===== config.mk =====
export PLATFORM = sky130hd
export DESIGN_NAME = c_escape_sequence_decoder_top
export DESIGN_NICKNAME = d
export VERILOG_FILES = /design/src/rtl/cesd_pkg.sv /design/src/rtl/cesd_decode.sv /design/src/rtl/c_escape_sequence_decoder_top.sv
export VERILOG_INCLUDE_DIRS = /design/src /design/src/rtl
export SDC_FILE = /design/constraint.sdc
export NUM_CORES = 1
export LEC_CHECK = 0
export BUFFER_PORTS_ARGS = -buffer_cell sky130_fd_sc_hd__buf_2
export CORE_UTILIZATION = 30
export DETAILED_ROUTE_END_ITERATION = 8
export GPL_ROUTABILITY_DRIVEN = 0
export PLACE_DENSITY = 0.44
export REMOVE_ABC_BUFFERS = 1
export SLEW_MARGIN = 20
export SYNTH_ARGS = -nofsm -noshare
export SYNTH_HDL_FRONTEND = slang
export SYNTH_SLANG_ARGS = --single-unit
export TNS_END_PERCENT = 1

===== constraint.sdc =====
create_clock -name clk_i -period 8.25 [get_ports clk_i]
set_input_delay 1.65 -clock clk_i [delete_from_list [all_inputs] [get_ports clk_i]]
set_output_delay 1.65 -clock clk_i [all_outputs]
set_load 0.05 [all_outputs]

===== src/rtl/assert_macros.svh =====
// Assertion macros used by the escape decoder top level.
`ifndef ASSERT_MACROS_SVH
`define ASSERT_MACROS_SVH

// Property must hold at every clock edge outside reset.
`define CESD_ASSERT(label, prop, msg) \
  label: assert property (@(posedge clk_i) disable iff (!rst_ni) (prop)) else $error(msg);

// Condition must never be seen at a clock edge outside reset.
`define CESD_ASSERT_NEVER(label, cond, msg) \
  label: assert property (@(posedge clk_i) disable iff (!rst_ni) !(cond)) else $error(msg);

`endif


===== src/rtl/cesd_pkg.sv =====
// Types, character codes and helper functions for the escape decoder.
`default_nettype none

package cesd_pkg;

  localparam int unsigned MaxRes = 6;

  localparam logic [15:0] CHAR_BSL = 16'h005C;
  localparam logic [15:0] CHAR_X   = 16'h0078;
  localparam logic [15:0] CHAR_U   = 16'h0075;

  typedef enum logic [3:0] {
    PH_IDLE = 4'b0001,
    PH_BSL  = 4'b0010,
    PH_HEX2 = 4'b0100,
    PH_HEX4 = 4'b1000
  } phase_e;

  typedef struct packed {
    phase_e          phase;
    logic [1:0]      digits;
    logic [2:0][6:0] held;
  } cesd_state_t;

  typedef struct packed {
    logic [MaxRes-1:0][15:0] chars;
    logic [2:0]              count;
  } cesd_res_t;

  typedef struct packed {
    logic        hit;
    logic [15:0] ch;
  } esc_map_t;

  function automatic logic hex_char(logic [15:0] c);
    return (c >= 16'h0030 && c <= 16'h0039) ||
           (c >= 16'h0041 && c <= 16'h0046) ||
           (c >= 16'h0061 && c <= 16'h0066);
  endfunction

  // Valid only for ASCII hex digits: letters carry bit 6.
  function automatic logic [3:0] hex_val(logic [6:0] a);
    return a[6] ? (a[3:0] + 4'd9) : a[3:0];
  endfunction

  function automatic esc_map_t simple_esc(logic [15:0] c);
    esc_map_t m;
    m.hit = 1'b1;
    m.ch  = c;
    unique case (c) inside
      16'h006E: m.ch = 16'h000A;
      16'h0072: m.ch = 16'h000D;
      16'h0074: m.ch = 16'h0009;
      16'h0061: m.ch = 16'h0007;
      16'h0062: m.ch = 16'h0008;
      16'h0066: m.ch = 16'h000C;
      16'h0076: m.ch = 16'h000B;
      16'h0027, 16'h0022, 16'h003F, CHAR_BSL: m.ch = c;
      default:  m.hit = 1'b0;
    endcase
    return m;
  endfunction

endpackage

`default_nettype wire


===== src/rtl/cesd_decode.sv =====
// Next-state and result-list logic for one character of the escape decoder.
`default_nettype none

module cesd_decode (
  input  cesd_pkg::cesd_state_t st_i,
  input  logic [15:0]           char_i,
  input  logic                  end_i,
  output cesd_pkg::cesd_state_t st_o,
  output cesd_pkg::cesd_res_t   res_o
);
  import cesd_pkg::*;

  cesd_state_t             nxt;
  logic [MaxRes-1:0][15:0] list;
  logic [2:0]              n;
  esc_map_t                esc;
  logic                    is_hex;
  logic [1:0]              dig_inc;

  always_comb begin
    nxt     = st_i;
    list    = '0;
    n       = 3'd0;
    esc     = simple_esc(char_i);
    is_hex  = hex_char(char_i);
    dig_inc = st_i.digits + 2'd1;

    unique case (st_i.phase) inside
      PH_IDLE: begin
        if (char_i == CHAR_BSL) begin
          nxt.phase = PH_BSL;
        end else begin
          list[n] = char_i;
          n = n + 3'd1;
        end
      end
      PH_BSL: begin
        nxt.digits = 2'd0;
        if (esc.hit) begin
          list[n] = esc.ch;
          n = n + 3'd1;
          nxt.phase = PH_IDLE;
        end else if (char_i == CHAR_X) begin
          nxt.phase = PH_HEX2;
        end else if (char_i == CHAR_U) begin
          nxt.phase = PH_HEX4;
        end else begin
          list[n] = CHAR_BSL;
          n = n + 3'd1;
          list[n] = char_i;
          n = n + 3'd1;
          nxt.phase = PH_IDLE;
        end
      end
      PH_HEX2, PH_HEX4: begin
        if (is_hex) begin
          if (st_i.phase == PH_HEX2 && st_i.digits == 2'd1) begin
            list[n] = {8'h00, hex_val(st_i.held[0]), hex_val(char_i[6:0])};
            n = n + 3'd1;
            nxt.phase  = PH_IDLE;
            nxt.digits = 2'd0;
          end else if (st_i.phase == PH_HEX4 && st_i.digits == 2'd3) begin
            list[n] = {hex_val(st_i.held[0]), hex_val(st_i.held[1]),
                       hex_val(st_i.held[2]), hex_val(char_i[6:0])};
            n = n + 3'd1;
            nxt.phase  = PH_IDLE;
            nxt.digits = 2'd0;
          end else begin
            nxt.held[st_i.digits] = char_i[6:0];
            nxt.digits = dig_inc;
          end
        end else begin
          // Broken hex escape: give back what was held, then treat char as fresh.
          list[n] = CHAR_BSL;
          n = n + 3'd1;
          list[n] = (st_i.phase == PH_HEX2) ? CHAR_X : CHAR_U;
          n = n + 3'd1;
          for (int i = 0; i < 3; i++) begin
            if (2'(i) < st_i.digits) begin
              list[n] = {9'h000, st_i.held[i]};
              n = n + 3'd1;
            end
          end
          nxt.digits = 2'd0;
          if (char_i == CHAR_BSL) begin
            nxt.phase = PH_BSL;
          end else begin
            nxt.phase = PH_IDLE;
            list[n] = char_i;
            n = n + 3'd1;
          end
        end
      end
      default: begin
        nxt.phase  = PH_IDLE;
        nxt.digits = 2'd0;
      end
    endcase

    // End of text: drain anything still held.
    if (end_i) begin
      if (nxt.phase != PH_IDLE) begin
        list[n] = CHAR_BSL;
        n = n + 3'd1;
      end
      if (nxt.phase == PH_HEX2) begin
        list[n] = CHAR_X;
        n = n + 3'd1;
      end else if (nxt.phase == PH_HEX4) begin
        list[n] = CHAR_U;
        n = n + 3'd1;
      end
      for (int i = 0; i < 3; i++) begin
        if (2'(i) < nxt.digits) begin
          list[n] = {9'h000, nxt.held[i]};
          n = n + 3'd1;
        end
      end
      nxt.phase  = PH_IDLE;
      nxt.digits = 2'd0;
    end
  end

  assign st_o        = nxt;
  assign res_o.chars = list;
  assign res_o.count = n;

endmodule

`default_nettype wire


===== src/rtl/c_escape_sequence_decoder_top.sv =====
// Top level of the C escape decoder: input register, decode logic, result queue.
`default_nettype none
`include "assert_macros.svh"

// Decodes C-style escapes (simple escapes, \x with two hex digits, \u with four)
// from a stream of 16-bit characters in one left-to-right pass. A request is
// taken into an input register, then decoded into a list of up to six result
// characters that is loaded into a six-entry shift queue and drains at one
// result per cycle while out_stall_i is low. A request yielding zero or one
// result does not hold off the next, so plain text and complete escapes stream
// at one request per cycle while the output does not stall; one yielding more
// (a flushed broken escape or the end of text) holds off the next request until
// its list is down to its last result. run_last marks the last result of a
// request, text_last the last result of a request with text_end set.
module c_escape_sequence_decoder_top (
  input  logic        clk_i,
  input  logic        rst_ni,
  input  logic        in_valid_i,
  output logic        in_stall_o,
  input  logic [15:0] char_in_i,
  input  logic        text_end_i,
  output logic        out_valid_o,
  input  logic        out_stall_i,
  output logic [15:0] char_out_o,
  output logic        run_last_o,
  output logic        text_last_o
);
  import cesd_pkg::*;

  logic                    a_valid_q, a_valid_d;
  logic [15:0]             a_char_q;
  logic                    a_end_q;
  logic                    accept;
  logic                    a_move;
  logic                    take;

  cesd_state_t             state_q, state_d;
  cesd_res_t               dec_res;

  logic [MaxRes-1:0][15:0] res_q;
  logic [2:0]              left_q, left_d;
  logic                    end_q;

  assign take        = out_valid_o && !out_stall_i;
  assign a_move      = a_valid_q && ((left_q == 3'd0) || ((left_q == 3'd1) && take));
  assign in_stall_o  = a_valid_q && !a_move;
  assign accept      = in_valid_i && !in_stall_o;
  assign a_valid_d   = accept || (a_valid_q && !a_move);

  cesd_decode u_decode (
    .st_i   (state_q),
    .char_i (a_char_q),
    .end_i  (a_end_q),
    .st_o   (state_d),
    .res_o  (dec_res)
  );

  always_comb begin
    left_d = left_q;
    if (a_move) begin
      left_d = dec_res.count;
    end else if (take) begin
      left_d = left_q - 3'd1;
    end
  end

  always_ff @(posedge clk_i or negedge rst_ni) begin
    if (!rst_ni) begin
      a_valid_q      <= 1'b0;
      left_q         <= 3'd0;
      state_q.phase  <= PH_IDLE;
      state_q.digits <= 2'd0;
      state_q.held   <= '0;
    end else begin
      a_valid_q <= a_valid_d;
      left_q    <= left_d;
      if (a_move) begin
        state_q <= state_d;
      end
    end
  end

  // Payload registers: no reset.
  always_ff @(posedge clk_i) begin
    if (accept) begin
      a_char_q <= char_in_i;
      a_end_q  <= text_end_i;
    end
    if (a_move) begin
      res_q        <= dec_res.chars;
      end_q        <= a_end_q;
    end else if (take) begin
      // Advance the queue by one result.
      res_q <= {16'h0000, res_q[MaxRes-1:1]};
    end
  end

  assign out_valid_o = left_q != 3'd0;
  assign char_out_o  = res_q[0];
  assign run_last_o  = left_q == 3'd1;
  assign text_last_o = run_last_o && end_q;

  `CESD_ASSERT(a_text_last_run, text_last_o |-> run_last_o, "text_last without run_last")
  `CESD_ASSERT(a_digits_phase,
      (state_q.digits != 2'd0) |-> (state_q.phase == PH_HEX2 || state_q.phase == PH_HEX4),
      "hex digits held outside a hex escape")
  `CESD_ASSERT(a_hex2_digits, (state_q.phase == PH_HEX2) |-> (state_q.digits <= 2'd1),
      "too many digits held in a two-digit escape")
  `CESD_ASSERT(a_state_hold, !a_move |=> $stable(state_q.phase) && $stable(state_q.digits),
      "decoder state changed without a request")
  `CESD_ASSERT(a_out_hold, (out_valid_o && out_stall_i) |=> out_valid_o && $stable(left_q),
      "stalled result queue changed")
  `CESD_ASSERT_NEVER(a_left_range, left_q > 3'd6, "result queue count out of range")

endmodule

`default_nettype wire

==> flow_summary.yaml, run 1 <==
outcome:
  status: "finished clean"
floorplan:
  die_h_um: 194.0
  core_region_area_um2: 35910
  die-area_um2: 37620
  ios: 41
  start_util: 0.3078
  rows: 69
  dieWidth_um: 194.0
synth:
  yosys.area.top_type_share: 0.3096
  synth-seq-area-share: 0.3799
  synth-compound-area-share: 0.2863
  ys_ff_latch: 145
  avgSynthCellArea_um2: 8.852
  yosys.area_share.adder: 0.02603
  synth_top_family_by_area: "compound AO/OA/AOI/OAI gates"
  netlist_area_um2: 11060
  synth_edf_count: 114
  synth.largest_area_cell: "edfxtp_1"
  async_reset_ff_frac: 0.2138
  muxShareOfSynthArea: 0.02863
  synth-xor-area-share: 0.02297
  netlist_instances: 1249
  synth_area_leaders: "edfxtp_1, dfrtp_1, nand2_1"
  yosysWarningCount: 0
  synth_ff_type: "edfxtp_1"
  synth-simple-area-share: 0.2005
  ys_types: 97
drt:
  viasPerCell: 6.171
  finalWirelength_um: 43840
  ant_nets: 0
  drc: 0
  wl_per_cell_um: 25.77
  drt_iter0_drc: 1221
  drt_pass1_iterations: 6
  vias: 10500
timing:
  hold_viol: 0
  timing.fmax_ghz: 0.1300
  setup-tns-final_ns: 0
  slew_violations: 0
  setup_viol: 0
  finalCritPeriodShare: 0.9322
  setup_ws_ns: 0.5592
  min_period_ns: 7.691
  finalClockSkew_ns: 0.01267
  worst_pin_slew_ns: 1.076
  rsz0062_at_grt: "false"
  maxSlewHeadroom: 0.2825
cts:
  clockRootBuffer: "clkbuf_16"
  cts-buffers-inserted: 17
  clockBufferDepth: 2
  post_cts_buffers: 0
  clkSinkCount: 145
  cts.clk_slew.worst_paths_ns: 0.07
  clk_latency_ns: 0.46
  cts_max_level: 4
  cts_tree: "yes"
cells_and_area:
  drive_above_1_share: 0.1258
  area_growth_pct: 10.21
  n_fill_cell: 3722
  antennaDiodeCount: 0
  fin_nets: 1271
global_route:
  antenna_found_initial: 1
  grt_pass1_wl_um: 65540
  overflow: 0
  grt_start_max_net_pins: 72
  track_usage: 0.2336
  grt_pass1_vias: 9865
pwr:
  total_leakage_power_nw: 4.427
  switchingPower_mw: 1.597
  sw_frac_of_total: 0.4359
  seqPwrFrac: 0.344
  ir_drop_mv: 0.1509
  cell_internal_pwr_mw: 2.068
  clkPwrFrac: 0.222
  share_comb_of_total_power: 0.434
  power_density_nw_per_um2: 300.8
critical_path:
  start_kind: "flop"
  critPathMaxFanout: 14
  crit_path_end_kind: "flop"
  arrival_ns: 7.90
  crit_type: "flop to flop"
  required_ns: 8.46
place:
  dpl.hpwl_um: 32470
  portBuffers: 40
  dp_worst_setup_slack_ns: 0.4267
hold_path:
  hold_class: "flop to flop"
job:
  maxCapViolations: 0
worst max-delay path, cell delays in order, from the launching register on:
cell and delay (ns):
edfxtp_1 0.58, inv_1 0.19, ha_1 0.33, o21bai_1 0.11
a2111o_1 0.45, o211a_1 0.22, nor2_2 0.39, o211a_1 0.45
inv_4 0.16, ha_1 0.39, mux2_2 0.34, ha_1 0.28
nand2_1 0.06, and3_1 0.23, inv_2 0.11, ha_1 0.34
nor2_1 0.06, a21oi_1 0.24, ha_1 0.25, xor2_1 0.25
xor3_1 0.62, or3_1 0.50, o21ai_2 0.39, o32ai_4 0.23
a22o_1 0.26
flip-flops by register name (all words and copies together) (netlist names):
| signal | flops |
|---|---|
| char_out_o | 16 |
| end_q | 1 |
| a_char_q | 16 |
| a_valid_q | 1 |
| a_end_q | 1 |
| res_q | 80 |
| state_q | 27 |
| left_q | 3 |
per-stage QoR:
step	hold slack [ns]	util	cells	power, mW	cell area [µm²]
global route	0.5492	0.3393	1701	3.864	12180
global placement	0.4981	0.3223	1669	2.858	11570
detailed placement	0.5131	0.3223	1669	2.858	11570
finish	0.5154	0.3393	1701	3.665	12180
CTS	0.5232	0.3392	1701	3.683	12180
floorplan	0.4621	-	1136	2.376	10530
power by group through the flow:
| stage | Sequential (mW) | Combinational, mW | Clock [mW] |
|---|---|---|---|
| detailed placement | 1.28 | 1.58 | 0 |
| finish | 1.26 | 1.59 | 0.813 |
| CTS | 1.26 | 1.58 | 0.835 |
| global route | 1.29 | 1.72 | 0.857 |
| floorplan | 1.42 | 0.955 | 0 |
| global placement | 1.27 | 1.58 | 0 |
cell families (layout without fill, tap and decap cells):
family,Yosys count,count (layout)
flops,145,145
fa+ha+maj,23,23
buf+inv,136,127
simple gates,445,445
compound gates,448,448
mux,30,30
xor+xnor,22,22
synthesized netlist by cell type (all sizes together), types with 5 or more instances:
| library cell | count |
|---|---|
| a22o | 39 |
| o31ai | 12 |
| or3 | 8 |
| a211o | 6 |
| xor2 | 8 |
| nand2b | 17 |
| and4 | 7 |
| a22oi | 16 |
| o22ai | 19 |
| buf | 35 |
| and2 | 19 |
| nor4 | 8 |
| o211ai | 21 |
| a32o | 5 |
| a21o | 11 |
| a31oi | 22 |
| edfxtp | 114 |
| nor3 | 25 |
| dfrtp | 30 |
| nand3 | 39 |
| a21oi | 82 |
| a221oi | 10 |
| a211oi | 15 |
| a2111oi | 9 |
| o21bai | 5 |
| a221o | 7 |
| nor2b | 9 |
| o21a | 5 |
| mux2 | 13 |
| and3 | 12 |
| or2 | 5 |
| nand4 | 16 |
| xnor2 | 11 |
| clkbuf | 78 |
| ha | 23 |
| nor2 | 116 |
| nand2 | 140 |
| inv | 23 |
| a32oi | 8 |
| nand3b | 5 |
| mux2i | 17 |
| o21ai | 103 |
| a311oi | 12 |
| nor3b | 5 |
cells in the final DEF (no fill, tap or decap), drive strengths merged, types with 15 or more instances in the layout:
cell type	n
edfxtp	114
buf	72
mux2i	17
o22ai	19
nor2	116
nand2b	17
o21ai	103
nand3	39
ha	23
nand4	16
nor3	25
and2	19
clkbuf	20
inv	32
a31oi	22
nand2	140
a21oi	82
a22o	39
o211ai	21
a211oi	15
dfrtp	30
a22oi	16
path summary, 6_finish.rpt:
path / start / to / slack [ns] / cells past startpoint
max in group asynchronous: rst_ni / state_q[4] / 6.47 / 1
hold / removal: left_q[2] / left_q[2] / 0.52 / 1
hold reg to reg: left_q[2] / left_q[2] / 0.52 / 1
setup reg to reg: a_char_q[0] / res_q[77] / 0.56 / 24
setup / recovery: a_char_q[0] / res_q[77] / 0.56 / 24
min in group asynchronous: rst_ni / a_valid_q / 1.25 / 1
final cells by class:
| type | instances | area [µm²] | area share |
|---|---|---|---|
| Sequential cell | 145 | 4200 | 0.3447 |
| Timing Repair Buffer | 72 | 440.4 | 0.03615 |
| Clock buffer | 20 | 479.2 | 0.03933 |
| Multi-Input combinational cell | 968 | 6269 | 0.5145 |
| Tap cell | 461 | 576.8 | 0.04734 |
| Clock inverter | 12 | 127.6 | 0.01047 |
| Inverter | 23 | 91.34 | 0.007496 |
repair_timing:
item / CTS / global route
hold buffers: 0 / 0
resized for setup: 0 / 1
setup endpoints to repair: 0 / 9
layer usage:
metal / vias up / global-route usage / routed length [µm]
met5: - / 0 / 0
met4: 0 / 0.1064 / 1869
met3: 107 / 0.03183 / 3326
met2: 555 / 0.3511 / 18970
met1: 5101 / 0.3312 / 19670
li1: 4734 / - / -
(Power assumes the default switching activity.)
==> run 2, diff against run 1 <==
Settings changed: CTS_BUF_LIST set to sky130_fd_sc_hd__clkbuf_8.
==> flow_summary.yaml, run 2 (synthesis results as in run 1) <==
outcome:
  status: "finished clean"
cts:
  clockBufferDepth: 2
  clkSinkCount: 145
  clockRootBuffer: "clkbuf_8"
  post_cts_buffers: 0
  cts-buffers-inserted: 17
  clk_latency_ns: 0.51
  cts_max_level: 4
  cts_tree: "yes"
  cts.clk_slew.worst_paths_ns: 0.10
drt:
  drt_pass1_iterations: 8
  ant_nets: 0
  drc: 0
  wl_per_cell_um: 25.79
  drt_iter0_drc: 1271
  finalWirelength_um: 43870
  vias: 10440
  viasPerCell: 6.135
timing:
  slew_violations: 0
  maxSlewHeadroom: 0.3167
  hold_viol: 0
  finalClockSkew_ns: 0.01977
  rsz0062_at_grt: "false"
  finalCritPeriodShare: 0.9339
  setup_viol: 0
  hold_slack_ns: 0.5199
  min_period_ns: 7.704
  timing.fmax_ghz: 0.1298
  setup-tns-final_ns: 0
  worst_pin_slew_ns: 0.9965
cells_and_area:
  largest-register: "res_q"
  antennaDiodeCount: 0
  final_common_cell: "nand2_1"
  fin_util: 0.3342
  n_fill_cell: 3748
  drive_above_1_share: 0.1258
  fin_area_um2: 12000
  final_cell_mix: "nand2_1, edfxtp_1, nor2_1"
  area_growth_pct: 8.568
  fin_nets: 1271
  largest_reg_flops: 80
  largest_registers: "res_q (80), state_q (27)"
global_route:
  track_usage: 0.2332
  grt_pass1_wl_um: 65440
  antenna_found_initial: 1
  overflow: 0
  grt_pass1_vias: 9878
  grt_start_max_net_pins: 72
floorplan:
  rows: 69
  start_util: 0.3078
  core_region_area_um2: 35910
  ios: 41
  dieWidth_um: 194.0
  die_h_um: 194.0
  die-area_um2: 37620
place:
  placed_cell_area_um2: 11570
  portBuffers: 40
  dpl.hpwl_um: 32470
critical_path:
  start_kind: "flop"
  arrival_ns: 7.98
  crit_start: "a_char_q[0]"
  crit_path_end_kind: "flop"
  required_ns: 8.53
  crit_type: "flop to flop"
  critPathMaxFanout: 14
  r2r-start: "a_char_q[0]"
pwr:
  ir_drop_mv: 0.1344
  power_density_nw_per_um2: 290.3
  total_leakage_power_nw: 4.348
hold_path:
  hold_class: "flop to flop"
  hold_start: "left_q[2]"
job:
  maxCapViolations: 0
[run 2: cell types whose count changed in the layout (fill, tap and decap cells not counted)]
cell and delta:
clkbuf_1 -1, clkbuf_8 +17, bufinv_16 +2, clkbuf_16 -19, inv_1 +1
[run 2: metal layers]
metal,up-vias,track usage,routed length (µm)
li1,4723,-,-
met1,5096,0.3298,19820
met2,522,0.3512,19150
met3,94,0.03201,3183
met4,0,0.1070,1716
met5,-,0,0
[run 2: final timing paths]
kind / endpoint / slack [ns] / cells after the start
worst max-delay path: res_q[77] / 0.55 / 24
worst min-delay path: left_q[2] / 0.52 / 1
worst max register to register: res_q[77] / 0.55 / 24
worst min register to register: left_q[2] / 0.52 / 1
max in group asynchronous: state_q[6] / 6.53 / 1
min in group asynchronous: a_valid_q / 1.19 / 1
[run 2: timing repair]
action                     4_1_cts  5_1_grt
setup endpoints to repair        0        9
resized for setup                0        1
hold buffers                     0        0
hold endpoints to repair         0        0
[run 2: layout make-up]
cell class                      instances  area, µm²  share of cell area
Clock buffer                           17      234.0             0.01949
Clock inverter                         15      191.4             0.01595
Inverter                               23      91.34            0.007610
Multi-Input combinational cell        968       6269              0.5223
Sequential cell                       145       4200              0.3499
Tap cell                              461      576.8             0.04806
Timing Repair Buffer                   72      440.4             0.03669
[run 2: metrics by stage]
stage	total power, mW	cells	setup slack (ns)
6_report	3.485	1701	0.5456
5_1_grt	3.682	1701	0.1073
4_1_cts	3.498	1701	0.4006
3_5_place_dp	2.858	1669	0.4267
3_3_place_gp	2.858	1669	0.6318
2_1_floorplan	2.376	1136	1.139
[run 2: worst max-delay path, stage by stage (launching register included)]
cell,delay [ns]
edfxtp_1,0.59
inv_1,0.19
ha_1,0.34
o21bai_1,0.11
a2111o_1,0.45
o211a_1,0.23
nor2_2,0.40
o211a_1,0.45
inv_4,0.16
ha_1,0.39
mux2_2,0.34
ha_1,0.28
nand2_1,0.06
and3_1,0.23
inv_2,0.11
ha_1,0.35
nor2_1,0.06
a21oi_1,0.24
ha_1,0.25
xor2_1,0.25
xor3_1,0.61
or3_1,0.49
o21ai_2,0.39
o32ai_4,0.23
a22o_1,0.26
[run 2: power by group]
part | internal, mW | switching, mW
logic | 0.493 | 1.10
clock network | 0.284 | 0.353
registers | 1.13 | 0.124
==> run 3, diff against run 2 <==
Settings changed: CTS_CLUSTER_SIZE set to 20, GPL_TIMING_DRIVEN set to 0.
==> flow_summary.yaml, run 3 (synthesis results as in run 1) <==
drt:
  ant_nets: 0
  drt_iter0_drc: 1213
  finalWirelength_um: 43030
  drt_pass1_iterations: 5
  vias: 10330
  viasPerCell: 6.104
  drc: 0
  wl_per_cell_um: 25.42
cells_and_area:
  largest-register: "res_q"
  final_common_cell: "nand2_1"
  drive_above_1_share: 0.1274
  area_growth_pct: 10.10
  final_cell_mix: "nand2_1, edfxtp_1, nor2_1"
  largest_registers: "res_q (80), state_q (27)"
  antennaDiodeCount: 0
  fin_nets: 1263
  largest_reg_flops: 80
  n_fill_cell: 3788
floorplan:
  rows: 69
  die-area_um2: 37620
  core_region_area_um2: 35910
  die_h_um: 194.0
  start_util: 0.3078
  dieWidth_um: 194.0
  ios: 41
cts:
  cts_tree: "yes"
  clk_latency_ns: 0.51
  clkSinkCount: 145
  cts_max_level: 4
  cts-buffers-inserted: 17
  cts_hold_buf: 0
  cts.clk_slew.worst_paths_ns: 0.14
  clockBufferDepth: 2
  clockRootBuffer: "clkbuf_8"
critical_path:
  endpoint: "res_q[75]"
  crit_start: "state_q[22]"
  crit_top_cell: "ha_1"
  cp.buffers_inverters: 2
  worstPathCellList: "inv_1, ha_1, and3b_1, o21a_1, o21ai_0, nand2_1, or2_0, mux2_2, ha_1, nand2_1, and3_1, inv_2, ha_1, nor2_1, a21oi_1, ha_1, xor2_1, xor3_1, or3_1, o21ai_4, o32ai_4, a22o_1"
  critPathSlowestCell: "ha_1"
  required_ns: 8.49
  rrSetupSlack_ns: 0.23
  cp_num_cells: 22
  slowest_delay_ns: 0.68
  start_kind: "flop"
  arrival_ns: 8.25
  r2r_end: "res_q[75]"
  crit_path_end_kind: "flop"
  critPathMaxFanout: 14
  crit_type: "flop to flop"
  r2r-start: "state_q[22]"
  reg2reg_depth: 22
  worst_path_dominant_cell_family: "simple AND/OR/NAND/NOR gates"
timing:
  hold_viol: 0
  slew_violations: 0
  finalCritPeriodShare: 0.9719
  setup-tns-final_ns: 0
  finalClockSkew_ns: 0.04698
  setup_viol: 0
  setup_ws_ns: 0.2314
  worst_pin_slew_ns: 1.126
  min_period_ns: 8.019
  rsz0062_at_grt: "false"
  timing.fmax_ghz: 0.1247
  maxSlewHeadroom: 0.2492
pwr:
  cell_internal_pwr_mw: 1.998
  seqPwrFrac: 0.356
  total_leakage_power_nw: 4.379
  sw_frac_of_total: 0.4445
  clkPwrFrac: 0.186
  switchingPower_mw: 1.599
  ir_drop_mv: 0.1525
  power_density_nw_per_um2: 295.5
  share_comb_of_total_power: 0.458
global_route:
  grt_pass1_vias: 9802
  grt_start_max_net_pins: 63
  overflow: 0
  grt_pass1_wl_um: 64310
  track_usage: 0.2285
  antenna_found_initial: 0
place:
  dp_worst_setup_slack_ns: -0.3242
  dpl.hpwl_um: 31810
  portBuffers: 40
job:
  maxCapViolations: 0
hold_path:
  hold_class: "flop to flop"
outcome:
  status: "finished clean"
-- run 3: what timing repair did --
action	in CTS	in global routing
setup buffers	1	9
pin swaps	0	1
gates resized for setup	4	3
setup endpoints to repair	15	26
-- run 3: worst register-to-register path, delay by kind of cell, from the launching register on --
kind | cells | cell delay [ns]
AND/OR/NAND/NOR | 7 | 1.95
XOR/XNOR | 2 | 0.90
AO/OA/AOI/OAI | 6 | 1.68
adder cells (fa/ha/maj) | 4 | 1.60
multiplexers | 1 | 0.47
flip-flops | 1 | 0.63
buffers and inverters | 2 | 0.51
-- run 3: power by group through the flow --
stage	logic [mW]	clock network, mW	registers, mW
global placement	1.54	0	1.34
global route	1.77	0.709	1.31
detailed placement	1.62	0	1.30
floorplan	0.955	0	1.42
CTS	1.62	0.689	1.29
finish	1.65	0.668	1.28
-- run 3: final cells by class --
class	instances	area [µm²]	area share
multi-input cells	968	6314	0.5187
flip-flops and latches	145	4200	0.3451
well taps	461	576.8	0.04739
repair buffers	64	545.5	0.04482
clock buffers	17	234.0	0.01922
clock inverters	15	210.2	0.01727
inverters	23	91.34	0.007504
-- run 3: per-layer routing --
metal  track usage  routed length (µm)
met1        0.3175               19320
met2        0.3590               19430
met3       0.02679                2806
met4       0.09406                1478
met5             0                   0
-- run 3: stage by stage --
step	area, µm²	total power [mW]	hold WS [ns]	instances	utilization
final	12170	3.597	0.5073	1693	0.3389
after floorplan	10530	2.376	0.4621	1136	-
after global placement	11310	2.883	0.4912	1637	0.3149
after detailed placement	11620	2.925	0.4894	1651	0.3237
after CTS	12090	3.603	0.5131	1684	0.3365
after global routing	12170	3.792	0.5370	1693	0.3389
-- run 3: worst min-delay path by stage --
stage	end	cells past startpoint	slack, ns	start
2_1_floorplan	state_q[12]	2	0.46	state_q[12]
3_3_place_gp	state_q[12]	2	0.49	state_q[12]
3_5_place_dp	state_q[12]	2	0.49	state_q[12]
4_1_cts	state_q[12]	2	0.51	state_q[12]
5_1_grt	res_q[39]	1	0.54	res_q[55]
6_report	res_q[71]	1	0.51	res_q[87]
